--- src/sv/fnvdd_pkg.sv ---
// Package for the FNV-1a de-duplication counter: table geometry, hash constants,
// controller state type, command and status structs and saturating helpers.
// Depends on nothing; every other file of the block imports it.
package fnvdd_pkg;

  // Number of slots in the hash set. Must be a power of two (16 to 65536),
  // because the home slot is taken from the low hash bits.
  localparam int unsigned TableDepth = 1024;
  localparam int unsigned IdxW       = $clog2(TableDepth);

  localparam logic [31:0] FnvPrime = 32'd16777619;
  localparam logic [31:0] FnvBasis = 32'd2166136261;
  localparam logic [31:0] Max32    = 32'hFFFF_FFFF;
  localparam logic [47:0] Max48    = 48'hFFFF_FFFF_FFFF;

  // One table word: valid bit on top of the stored hash.
  localparam int unsigned SlotW = 33;

  typedef enum logic [2:0] {
    ST_CLEAR,
    ST_IDLE,
    ST_READ,
    ST_CHECK,
    ST_EMIT
  } fnvdd_state_e;

  // Commands from the controller to the datapath.
  typedef struct packed {
    logic take;        // an input transaction completes this cycle
    logic clear_step;  // write an empty word at the clearing index
    logic mem_read;    // read the slot at the probe index
    logic insert;      // store the finished hash at the probe index
    logic mark_dup;    // probe found an equal hash
    logic mark_full;   // probe visited every slot without success
    logic advance;     // move to the next slot
    logic emit;        // update totals and load the output register
  } fnvdd_cmd_t;

  // Status from the datapath to the controller.
  typedef struct packed {
    logic clear_last;  // clearing index is on the last slot
    logic slot_used;   // slot just read holds a hash
    logic slot_match;  // that hash equals the finished hash
    logic probe_last;  // the slot just read was the last one left to visit
    logic out_free;    // output register can take a new result this cycle
  } fnvdd_stat_t;

  function automatic logic [31:0] sat_inc32(input logic [31:0] v);
    sat_inc32 = (v == Max32) ? v : v + 32'd1;
  endfunction

  function automatic logic [47:0] sat_add48(input logic [47:0] a, input logic [47:0] b);
    logic [48:0] s;
    s = {1'b0, a} + {1'b0, b};
    sat_add48 = s[48] ? Max48 : s[47:0];
  endfunction

endpackage

--- src/sv/fnvdd_ctrl.sv ---
// Controller of the FNV-1a de-duplication counter: clearing pass, byte intake
// and the slot-by-slot probe of the hash set. Depends on fnvdd_pkg.
module fnvdd_ctrl import fnvdd_pkg::*; (
  input  logic        clk_i,
  input  logic        rst_ni,
  input  logic        in_valid_i,
  input  logic        last_byte_i,
  input  fnvdd_stat_t stat_i,
  output logic        in_ready_o,
  output fnvdd_cmd_t  cmd_o
);

  fnvdd_state_e state_q, state_d;

  always_ff @(posedge clk_i or negedge rst_ni) begin
    if (!rst_ni) begin
      state_q <= ST_CLEAR;
    end else begin
      state_q <= state_d;
    end
  end

  always_comb begin
    state_d = state_q;
    unique case (state_q)
      ST_CLEAR: begin
        if (stat_i.clear_last) state_d = ST_IDLE;
      end
      ST_IDLE: begin
        if (in_valid_i && last_byte_i) state_d = ST_READ;
      end
      ST_READ: begin
        state_d = ST_CHECK;
      end
      ST_CHECK: begin
        if (!stat_i.slot_used || stat_i.slot_match || stat_i.probe_last) begin
          state_d = ST_EMIT;
        end else begin
          state_d = ST_READ;
        end
      end
      ST_EMIT: begin
        if (stat_i.out_free) state_d = ST_IDLE;
      end
      default: state_d = ST_CLEAR;
    endcase
  end

  always_comb begin
    cmd_o      = '0;
    in_ready_o = 1'b0;
    unique case (state_q)
      ST_CLEAR: begin
        cmd_o.clear_step = 1'b1;
      end
      ST_IDLE: begin
        in_ready_o = 1'b1;
        cmd_o.take = in_valid_i;
      end
      ST_READ: begin
        cmd_o.mem_read = 1'b1;
      end
      ST_CHECK: begin
        priority if (!stat_i.slot_used) begin
          cmd_o.insert = 1'b1;
        end else if (stat_i.slot_match) begin
          cmd_o.mark_dup = 1'b1;
        end else if (stat_i.probe_last) begin
          cmd_o.mark_full = 1'b1;
        end else begin
          cmd_o.advance = 1'b1;
        end
      end
      ST_EMIT: begin
        cmd_o.emit = stat_i.out_free;
      end
      default: begin
        cmd_o = '0;
      end
    endcase
  end

endmodule

--- config.mk ---
export PLATFORM = sky130hd
export DESIGN_NAME = fnvdd_ctrl
export DESIGN_NICKNAME = d
export VERILOG_FILES = /design/src/sv/fnvdd_pkg.sv /design/src/sv/fnvdd_ctrl.sv
export SDC_FILE = /design/constraint.sdc
export NUM_CORES = 1
export LEC_CHECK = 0
export ABC_CLOCK_PERIOD_IN_PS = 940
export BUFFER_PORTS_ARGS = -buffer_cell sky130_fd_sc_hd__buf_2
export CAP_MARGIN = 40
export CORE_AREA = 2 2 39 41
export CTS_BUF_LIST = sky130_fd_sc_hd__clkbuf_4 sky130_fd_sc_hd__clkbuf_8 sky130_fd_sc_hd__clkbuf_16
export DETAILED_ROUTE_END_ITERATION = 8
export DIE_AREA = 0 0 41 43
export REMOVE_ABC_BUFFERS = 1
export SLEW_MARGIN = 20
export SYNTH_ARGS = -nofsm -noshare
export SYNTH_HDL_FRONTEND = slang
export SYNTH_SLANG_ARGS = --single-unit
--- constraint.sdc ---
create_clock -name clk_i -period 0.94 [get_ports clk_i]
set_input_delay 0.047 -clock clk_i [delete_from_list [all_inputs] [get_ports clk_i]]
set_output_delay 0.047 -clock clk_i [all_outputs]
set_load 0.005 [all_outputs]
# Word level (Yosys, flattened, before mapping)
# Cells that the tools add are included.
# totals
regBits	3
latch_bits	0
ramBits	0
rom_bits	0
mem_count	0
# classes
add_sub_neg	0
multipliers	0
div	0
magnitude_cmp	0
n_eq_ne	7
n_shift	0
muxes	17
bitwise_logic	0
reduce_logical	6
# ops
cell	count
two-way mux 3 bit	5
case mux 3 bit (5 select lines)	1
two-way mux 1 bit	9
equality test 3 x 2 -> 1 bit (second input constant)	2
!= test 2 bit (second input constant)	3
two-way mux 4 bit	1
equality test 3 x 1 -> 1 bit (second input constant)	1
equality test 3 bit (second input constant)	1
zero test 3 bit	1
AND reduction 3 bit	1
logical OR 1 bit	2
two-way mux 2 bit	1
logical AND 1 bit	1
zero test 1 bit	1

# Depth between registers and ports, before layout
# Gate-level depths: netlist of run 1.
# logic_depth
word_depth	5
mapped_depth	4

# Worst setup path before layout of run 1
# OpenSTA, ideal clock, no wires.
# synth_path
path_type	reg-to-reg
start	reg state_q[1]
end	reg state_q[1]
arrival_ps	945
required_time_ps	862
slack_ps	-83
stages_incl_launch_ff	4
cell_sequence	dfrtp_1 -> buf_2 -> or3_1 -> a21oi_1
# synth_via
elab_chain_len	3
word_cells_on_any_way	10
# synth_lines
element	line	text
start: declaration	fnvdd_ctrl.sv:13	fnvdd_state_e state_q, state_d;
start signal: assignment	fnvdd_ctrl.sv:19	state_q <= state_d;
equality test 3 x 1 -> 1 bit, or another cell as far along	fnvdd_ctrl.sv:25	unique case (state_q)
!= test 2 bit (no line)	--	
AND reduction 3 bit (no line)	--	
# Parallel ways exist; a longest one is shown, timed or not.
# A chain may end at the register's enable or synchronous reset.

==> results.json, run 1 <==
{
  "tightest_slew_ns": 0.306,
  "skew_ns": 0.00445,
  "synth_top_cell_area_share": 0.335,
  "core-area_sq_um": 1380,
  "grt_pass1_vias": 303,
  "multi_input_area_sq_um": 198,
  "final_area_sq_um": 499,
  "slew_headroom": 0.795,
  "fp.dieArea_sq_um": 1760,
  "grt.overflow.total": 0,
  "via_count": 313,
  "drtIter0Drc": 4,
  "drv_slew": 0,
  "fin_crit_ns": 1.18,
  "layout-area-overhead-vs-synth_pct": 123,
  "synth_common_cells": "nor2_1, dfrtp_1, inv_1, nand2_1, nor3_1",
  "leakage_nw": 0.247,
  "finalHoldViolCount": 0,
  "wirelength_microns": 713,
  "first_pass_iters": 2,
  "crit_required_ns": 0.89,
  "synth-seq-cells": 3,
  "crit_cells": 3,
  "gp_congestion": 0.828,
  "yosysWarnings": 0,
  "worst-path-buf-inv": 1,
  "fin_ws_ns": -0.236,
  "htreeDepth": 1,
  "clk_latency_ns": 0.23,
  "power_frac_comb": 0.596,
  "hold_class": "in -> reg",
  "seq_area_sq_um": 78.8,
  "portBuffers": 17,
  "synth_cells": 31,
  "crit_path_end_kind": "output port",
  "start_kind": "register",
  "setup_violations": 11,
  "critPathMaxStageDelay_ns": 0.45,
  "powerDensity_nw_per_um2": 2820,
  "num_io_pins": 18,
  "placed_area_sq_um": 354,
  "synth.distinct_cells": 21,
  "grt_pass1_wl_microns": 1250,
  "p_seq_frac": 0.226,
  "intPower_w": 0.000870,
  "peakVddDrop_v": 0.000854,
  "syn_avg_cell_area_sq_um": 7.22,
  "fillers": 143,
  "yosysSeqAreaShare": 0.335,
  "grt_max_degree": 8,
  "initial_utilization": 0.162,
  "grt_usage": 0.110,
  "outcome": "complete, but fails checks",
  "criticalPathCategory": "reg -> out",
  "whs_path_depth": 2,
  "cts-root-buf": "clkbuf_4",
  "fin_nets": 69,
  "numCtsBuffers": 3,
  "finalCritPeriodShare": 1.25,
  "synth_most_common_cell": "nor2_1",
  "reg2reg_depth": 2,
  "drt-wirelength-per-cell_microns": 9.51,
  "synthTopCellsByArea": "dfrtp_1, nor2_1, inv_1",
  "setup_tns_ns": -1.93,
  "final_layout_size_suffix_gt1_frac": 0.746,
  "regMostFlops": "state_q",
  "die_h_microns": 43,
  "violations": "setup timing",
  "hpwl_microns": 521,
  "p_sw_w": 0.000540,
  "async_reset_ff_frac": 1.00,
  "cts_sinks": 3,
  "p_sw_frac": 0.383,
  "worst_path_max_delay_cell": "dfrtp_2",
  "crit_fanout": 7,
  "clock_path_buffers": 2,
  "yosys.area.top_type": "dfrtp_1",
  "largest_reg_flops": 3,
  "antenna_cells": 0,
  "maxCapViolations": 0,
  "path_clk_slew_ns": 0.04,
  "num_rows": 14,
  "rsz0062_at_grt": "true",
  "synth-edff-count": 0,
  "syn_area_sq_um": 224,
  "vias_per_cell": 4.17,
  "critPathTopFamily": "flip-flops",
  "tritoncts": "done",
  "cp_data_arrival_time_ns": 1.13,
  "reg_top3": "state_q x3",
  "antenna_found_initial": 0,
  "fmax_mhz": 850,
  "antenna_left": 0,
  "clockPowerShare": 0.178,
  "path_cells": "nor3_2 > and2_1 > buf_2",
  "ys.flop_type": "dfrtp_1",
  "drc": 0,
  "die_x_microns": 41
}
-- cells in the final DEF (no fill, tap or decap), types with 2 or more instances in the layout --
master / n
buf_2: 16
buf_4: 6
clkbuf_4: 4
nand2_1: 3
dfrtp_2: 3
inv_2: 2
nor3_2: 2
nor2_1: 2
inv_1: 2
buf_6: 2
-- per-layer routing --
| layer | wire length [microns] | vias up | part of all wire | track usage |
|---|---|---|---|---|
| met2 | 355 | 10 | 0.50 | 0.141 |
| met4 | 14 | 0 | 0.020 | 0.0800 |
| met1 | 300 | 138 | 0.42 | 0.123 |
| met5 | 0 | - | 0 | 0 |
| met3 | 43 | 2 | 0.060 | 0.0733 |
| li1 | - | 163 | - | - |
-- cell type report --
cell class,count,area share
Tap cell,16,0.0401
Sequential cell,3,0.158
Timing Repair Buffer,25,0.316
Inverter,4,0.0301
Clock buffer,4,0.0602
Multi-Input combinational cell,23,0.396
-- final timing paths --
check,from,to,slack [ns]
worst min register to register,state_q[2],state_q[1],0.61
worst min-delay path,stat_i[0],state_q[2],0.02
max in group asynchronous,rst_ni,state_q[0],0.68
min in group asynchronous,rst_ni,state_q[2],0.14
worst max register to register,state_q[1],state_q[1],-0.12
worst max-delay path,state_q[1],cmd_o[7],-0.24
-- worst reg2reg max path, stage by stage (launching register included) --
cell	delay, ns
dfrtp_2	0.45
or3_1	0.40
a21oi_2	0.12
-- power groups by stage --
stage	Sequential [W]	Combinational, W	Clock [W]
2_1_floorplan	0.000275	0.000242	0
3_3_place_gp	0.000274	0.000531	0
3_5_place_dp	0.000282	0.000535	0
4_1_cts	0.000305	0.000687	0.000263
5_1_grt	0.000334	0.000920	0.000283
6_report	0.000319	0.000841	0.000251
-- stage by stage --
step | instances | worst slack (ns) | total power, W | utilization | hold slack (ns)
finish | 75 | -0.236 | 0.00141 | 0.361 | 0.0237
global route | 75 | -0.317 | 0.00154 | 0.361 | 0.0418
CTS | 74 | -0.277 | 0.00126 | 0.321 | 0.0138
detailed placement | 67 | -0.121 | 0.000817 | 0.256 | -0.155
global placement | 67 | -0.0719 | 0.000804 | 0.256 | -0.155
floorplan | 30 | -0.0384 | 0.000517 | - | -0.249
-- repair_timing --
action                                  CTS  global route
resized for setup                        10             9
hold buffers                              1             0
endpoints found under the setup margin   12            12
pin swaps                                 1             1
buffers inserted                          2             1
hold endpoints to repair                  3             0
-- kinds of logic (layout without fill, tap and decap cells) --
family / count (synthesis) / after routing / share of synthesized area
and+or+nand+nor: 18 / 18 / 0.436
AOI/OAI and AO/OA: 5 / 5 / 0.140
buffers and inverters: 5 / 33 / 0.0893
DFF: 3 / 3 / 0.335
(Power assumes the default switching activity.)
==> run 2: changes to the inputs <==
--- a/config.mk
+++ b/config.mk
@@ -5,7 +5,7 @@
 export SDC_FILE = /design/constraint.sdc
 export NUM_CORES = 1
 export LEC_CHECK = 0
-export ABC_CLOCK_PERIOD_IN_PS = 940
+export ABC_CLOCK_PERIOD_IN_PS = 1000
 export BUFFER_PORTS_ARGS = -buffer_cell sky130_fd_sc_hd__buf_2
 export CAP_MARGIN = 40
 export CORE_AREA = 2 2 39 41
==> constraint.sdc (replaced) <==
create_clock -name clk_i -period 1 [get_ports clk_i]
set_input_delay 0.05 -clock clk_i [delete_from_list [all_inputs] [get_ports clk_i]]
set_output_delay 0.05 -clock clk_i [all_outputs]
set_load 0.005 [all_outputs]
==> run 2 against run 1 <==
Effect of this change: the run still ends with setup timing left; die area unchanged; via count increased by 4.8%; total power decreased by 1.0%; utilization increased by 0.81 points; clock-buffer cell count unchanged; worst hold slack got worse by 0.0015 ns; sequential power decreased by 6.9%; register-to-register slack got worse by 0.07 ns; clock skew decreased by 0.0029 ns; design area increased by 2.3%; flip-flop and latch count unchanged; non-clock buffer count increased by 2; critical endpoint unchanged; largest cell class unchanged.
==> results.json, run 2 (synthesis results as in run 1) <==
{
  "outcome": "complete, but fails checks",
  "violations": "setup timing",
  "htreeDepth": 1,
  "whs_path_depth": 2,
  "drv_slew": 0,
  "cp_data_arrival_time_ns": 1.17,
  "intPower_w": 0.000858,
  "leakage_nw": 0.258,
  "crit_path_end_kind": "output port",
  "final_area_sq_um": 510,
  "fin_nets": 71,
  "tritoncts": "done",
  "fp.dieArea_sq_um": 1760,
  "gp_congestion": 0.830,
  "power_frac_comb": 0.614,
  "p_sw_frac": 0.385,
  "grt.busiest_layer": "met1",
  "setup_violations": 11,
  "grt_usage": 0.0977,
  "final_cell_mix": "buf_2, buf_4, clkbuf_4",
  "fin_crit_ns": 1.22,
  "clk_latency_ns": 0.23,
  "largest_reg_flops": 3,
  "grt_pass1_vias": 304,
  "rrSetupSlack_ns": -0.19,
  "skew_ns": 0.00159,
  "p_seq_frac": 0.213,
  "final_layout_size_suffix_gt1_frac": 0.721,
  "via_count": 328,
  "setup_tns_ns": -1.59,
  "slew_headroom": 0.741,
  "rr_startpoint": "state_q[0]",
  "clock_path_buffers": 2,
  "portBuffers": 17,
  "placed_area_sq_um": 354,
  "hold_start": "stat_i[0]",
  "final_common_cell": "buf_2",
  "criticalPathCategory": "reg -> out",
  "clockPowerShare": 0.173,
  "timing.rr.end": "state_q[1]",
  "drt-wirelength-per-cell_microns": 10.1,
  "grt_max_degree": 8,
  "initial_utilization": 0.162,
  "power.total_w": 0.00140,
  "wirelength_microns": 777,
  "grt_util_met3": 0.0366,
  "met1_usage": 0.130,
  "antenna_cells": 0,
  "powerDensity_nw_per_um2": 2730,
  "grt.overflow.total": 0,
  "rsz0062_at_grt": "true",
  "path_clk_slew_ns": 0.04,
  "cts-root-buf": "clkbuf_4",
  "fin_hold_ws_ns": 0.0222,
  "reg_top3": "state_q x3",
  "die_x_microns": 41,
  "maxCapViolations": 0,
  "fillers": 141,
  "hold_class": "in -> reg",
  "first_pass_iters": 2,
  "num_io_pins": 18,
  "drtIter0Drc": 4,
  "fin_cells": 77,
  "holdPathEnd": "state_q[2]",
  "grtUsageMet2": 0.128,
  "start_kind": "register",
  "numCtsBuffers": 3,
  "fin_ws_ns": -0.218,
  "drc": 0,
  "antenna_found_initial": 0,
  "tightest_slew_ns": 0.388,
  "vias_per_cell": 4.26,
  "place_inst": 67,
  "peakVddDrop_v": 0.000881,
  "crit_required_ns": 0.95,
  "p_sw_w": 0.000537,
  "num_rows": 14,
  "grt_pass1_wl_microns": 1170,
  "crit_fanout": 5,
  "core-area_sq_um": 1380,
  "antenna_left": 0,
  "cts_sinks": 3,
  "regMostFlops": "state_q",
  "finalHoldViolCount": 0,
  "layout-area-overhead-vs-synth_pct": 128,
  "reg2reg_depth": 4,
  "finalCritPeriodShare": 1.22,
  "die_h_microns": 43,
  "fmax_mhz": 821
}
==> run 2: how the worst max path moves through the flow <==
stage / startpoint / endpoint / slack (ns) / cells past startpoint
floorplan: state_q[0] / state_q[1] / 0.02 / 3
global placement: state_q[2] / cmd_o[2] / -0.02 / 4
detailed placement: state_q[2] / cmd_o[2] / -0.05 / 4
CTS: state_q[2] / cmd_o[2] / -0.23 / 4
global route: state_q[0] / cmd_o[7] / -0.29 / 4
finish: state_q[0] / cmd_o[7] / -0.22 / 4
==> run 2: timing repair <==
| action | in CTS | in global routing |
|---|---|---|
| hold endpoints to repair | 3 | 0 |
| hold buffers | 1 | 0 |
| pin swaps | 6 | 1 |
| buffers inserted | 3 | 2 |
| endpoints found under the setup margin | 11 | 12 |
| resized for setup | 9 | 8 |
==> run 2: worst max-delay path: stages (launching register included) <==
cell     delay [ns]
dfrtp_2        0.41
inv_2          0.08
nor3_4         0.20
and2_1         0.14
buf_2          0.10
==> run 2: routing by layer <==
layer | routed length [microns] | up-vias
met5 | 0 | -
met4 | 0 | 0
met3 | 49 | 0
met2 | 391 | 10
met1 | 337 | 150
li1 | - | 168
==> run 2: final cells by class <==
class | count | area [sq um] | share of cell area
flip-flops and latches | 3 | 77.6 | 0.152
inverters | 4 | 15.0 | 0.0294
multi-input cells | 23 | 194 | 0.380
repair buffers | 27 | 174 | 0.341
clock buffers | 4 | 30.0 | 0.0588
well taps | 16 | 20.0 | 0.0392
==> run 2: per-stage QoR <==
| stage | setup WS, ns | utilization |
|---|---|---|
| after floorplan | 0.0216 | - |
| final | -0.218 | 0.369 |
| after detailed placement | -0.0514 | 0.256 |
| after global routing | -0.285 | 0.369 |
| after CTS | -0.232 | 0.325 |
| after global placement | -0.0161 | 0.256 |
==> run 2: power groups by stage <==
stage	combinational (W)	sequential [W]	clock, W
final	0.000856	0.000297	0.000242
after global routing	0.000940	0.000311	0.000256
after CTS	0.000659	0.000294	0.000250
after detailed placement	0.000496	0.000263	0
after global placement	0.000499	0.000257	0
after floorplan	0.000228	0.000258	0
==> run 3: changes to the inputs <==
--- a/config.mk
+++ b/config.mk
@@ -12,6 +12,7 @@
 export CTS_BUF_LIST = sky130_fd_sc_hd__clkbuf_4 sky130_fd_sc_hd__clkbuf_8 sky130_fd_sc_hd__clkbuf_16
 export DETAILED_ROUTE_END_ITERATION = 8
 export DIE_AREA = 0 0 41 43
+export MAX_ROUTING_LAYER = met4
 export REMOVE_ABC_BUFFERS = 1
 export SLEW_MARGIN = 20
 export SYNTH_ARGS = -nofsm -noshare
==> run 3 against run 2 <==
Effect of this change: the run still ends with setup timing left; via count unchanged; highest routed layer unchanged; final cell count did not move; die area stayed put; fmax is essentially flat; design area is the same; critical path depth is the same; utilization unchanged; worst hold slack did not move; non-clock buffer count unchanged.
==> results.json, run 3 (synthesis results as in run 1) <==
{
  "outcome": "complete, but fails checks",
  "violations": "setup timing",
  "crit_path_end_kind": "output port",
  "fp.dieArea_sq_um": 1760,
  "fin_ws_ns": -0.218,
  "layout-area-overhead-vs-synth_pct": 128,
  "clock_path_buffers": 2,
  "vias_per_cell": 4.26,
  "path_clk_slew_ns": 0.04,
  "final_common_cell": "buf_2",
  "final_cell_mix": "buf_2, buf_4, clkbuf_4",
  "fin_crit_ns": 1.22,
  "tightest_slew_ns": 0.388,
  "fin_nets": 71,
  "powerDensity_nw_per_um2": 2730,
  "rsz0062_at_grt": "true",
  "tritoncts": "done",
  "die_h_microns": 43,
  "numCtsBuffers": 3,
  "final_layout_size_suffix_gt1_frac": 0.721,
  "peakVddDrop_v": 0.000881,
  "fmax_mhz": 821,
  "grt.overflow.total": 0,
  "portBuffers": 17,
  "crit_fanout": 5,
  "setup_tns_ns": -1.59,
  "finalCritPeriodShare": 1.22,
  "die_x_microns": 41,
  "skew_ns": 0.00159,
  "via_count": 328,
  "critPathLaunch": "state_q[0]",
  "wirelength_microns": 777,
  "cts-root-buf": "clkbuf_4",
  "crit_required_ns": 0.95,
  "grt_pass1_vias": 304,
  "htreeDepth": 1,
  "slew_headroom": 0.741,
  "maxCapViolations": 0,
  "core-area_sq_um": 1380,
  "regMostFlops": "state_q",
  "largest_reg_flops": 3,
  "antenna_left": 0,
  "reg_top3": "state_q x3",
  "leakage_nw": 0.258,
  "fin_util": 0.369,
  "first_pass_iters": 2,
  "drv_slew": 0,
  "hold_class": "in -> reg",
  "hold_start": "stat_i[0]",
  "grt_pass1_wl_microns": 1170,
  "gp_congestion": 0.843,
  "num_rows": 14,
  "cts_sinks": 3,
  "drt-wirelength-per-cell_microns": 10.1,
  "antenna_found_initial": 0,
  "preCtsSetupSlack_ns": -0.0514,
  "criticalPathCategory": "reg -> out",
  "initial_utilization": 0.162,
  "grt_usage": 0.100,
  "grt_max_degree": 8,
  "cp_data_arrival_time_ns": 1.17,
  "drc": 0,
  "finalHoldViolCount": 0,
  "setup_violations": 11,
  "antenna_cells": 0,
  "clk_latency_ns": 0.23,
  "num_io_pins": 18,
  "drtIter0Drc": 4,
  "start_kind": "register",
  "rr_startpoint": "state_q[0]"
}
[run 3: cell counts in the layout (fill, tap and decap cells not counted)]
Identical to the previous run, type by type.
[run 3: worst paths after layout]
path / slack [ns] / end / cells past startpoint
worst max-delay path: -0.22 / cmd_o[7] / 4
worst min-delay path: 0.02 / state_q[2] / 2
worst max register to register: -0.19 / state_q[1] / 4
worst min register to register: 0.68 / state_q[2] / 3
max in group asynchronous: 0.74 / state_q[0] / 2
min in group asynchronous: 0.14 / state_q[2] / 2
[run 3: area by class of cell]
cell class | instances | area [sq um]
multi-input cells | 23 | 194
flip-flops and latches | 3 | 77.6
fillers | 141 | 873
repair buffers | 27 | 174
well taps | 16 | 20.0
inverters | 4 | 15.0
clock buffers | 4 | 30.0
[run 3: what timing repair did]
item                                    4_1_cts  5_1_grt
hold buffers                                  1        0
endpoints found under the hold margin         3        0
resized for setup                             9        8
buffers inserted                              3        2
pin swaps                                     6        1
gates cloned                                  0        0
endpoints found under the setup margin       11       12
[run 3: report_power, final]
part | internal, W | total [W] | switching (W)
Clock | 0.000177 | 0.000242 | 0.0000653
Combinational | 0.000495 | 0.000857 | 0.000361
Sequential | 0.000186 | 0.000297 | 0.000111
[run 3: per-stage QoR]
| stage | cells | instance area (sq um) | hold slack [ns] | total power [W] |
|---|---|---|---|---|
| floorplan | 30 | 219 | -0.246 | 0.000486 |
| global placement | 67 | 354 | -0.152 | 0.000756 |
| detailed placement | 67 | 354 | -0.149 | 0.000759 |
| CTS | 75 | 450 | 0.0223 | 0.00120 |
| global route | 77 | 510 | 0.0375 | 0.00151 |
| finish | 77 | 510 | 0.0222 | 0.00140 |
[run 3: layer usage]
layer / vias up / global-route usage / part of all wire
met5: - / - / 0
met4: 0 / 0.0600 / 0
met3: 0 / 0.0314 / 0.060
met2: 10 / 0.128 / 0.50
met1: 150 / 0.133 / 0.44
li1: 168 / - / -
[run 3: critical path, stage by stage (launching register included)]
cell	delay, ns
dfrtp_2	0.41
inv_2	0.08
nor3_4	0.20
and2_1	0.14
buf_2	0.10
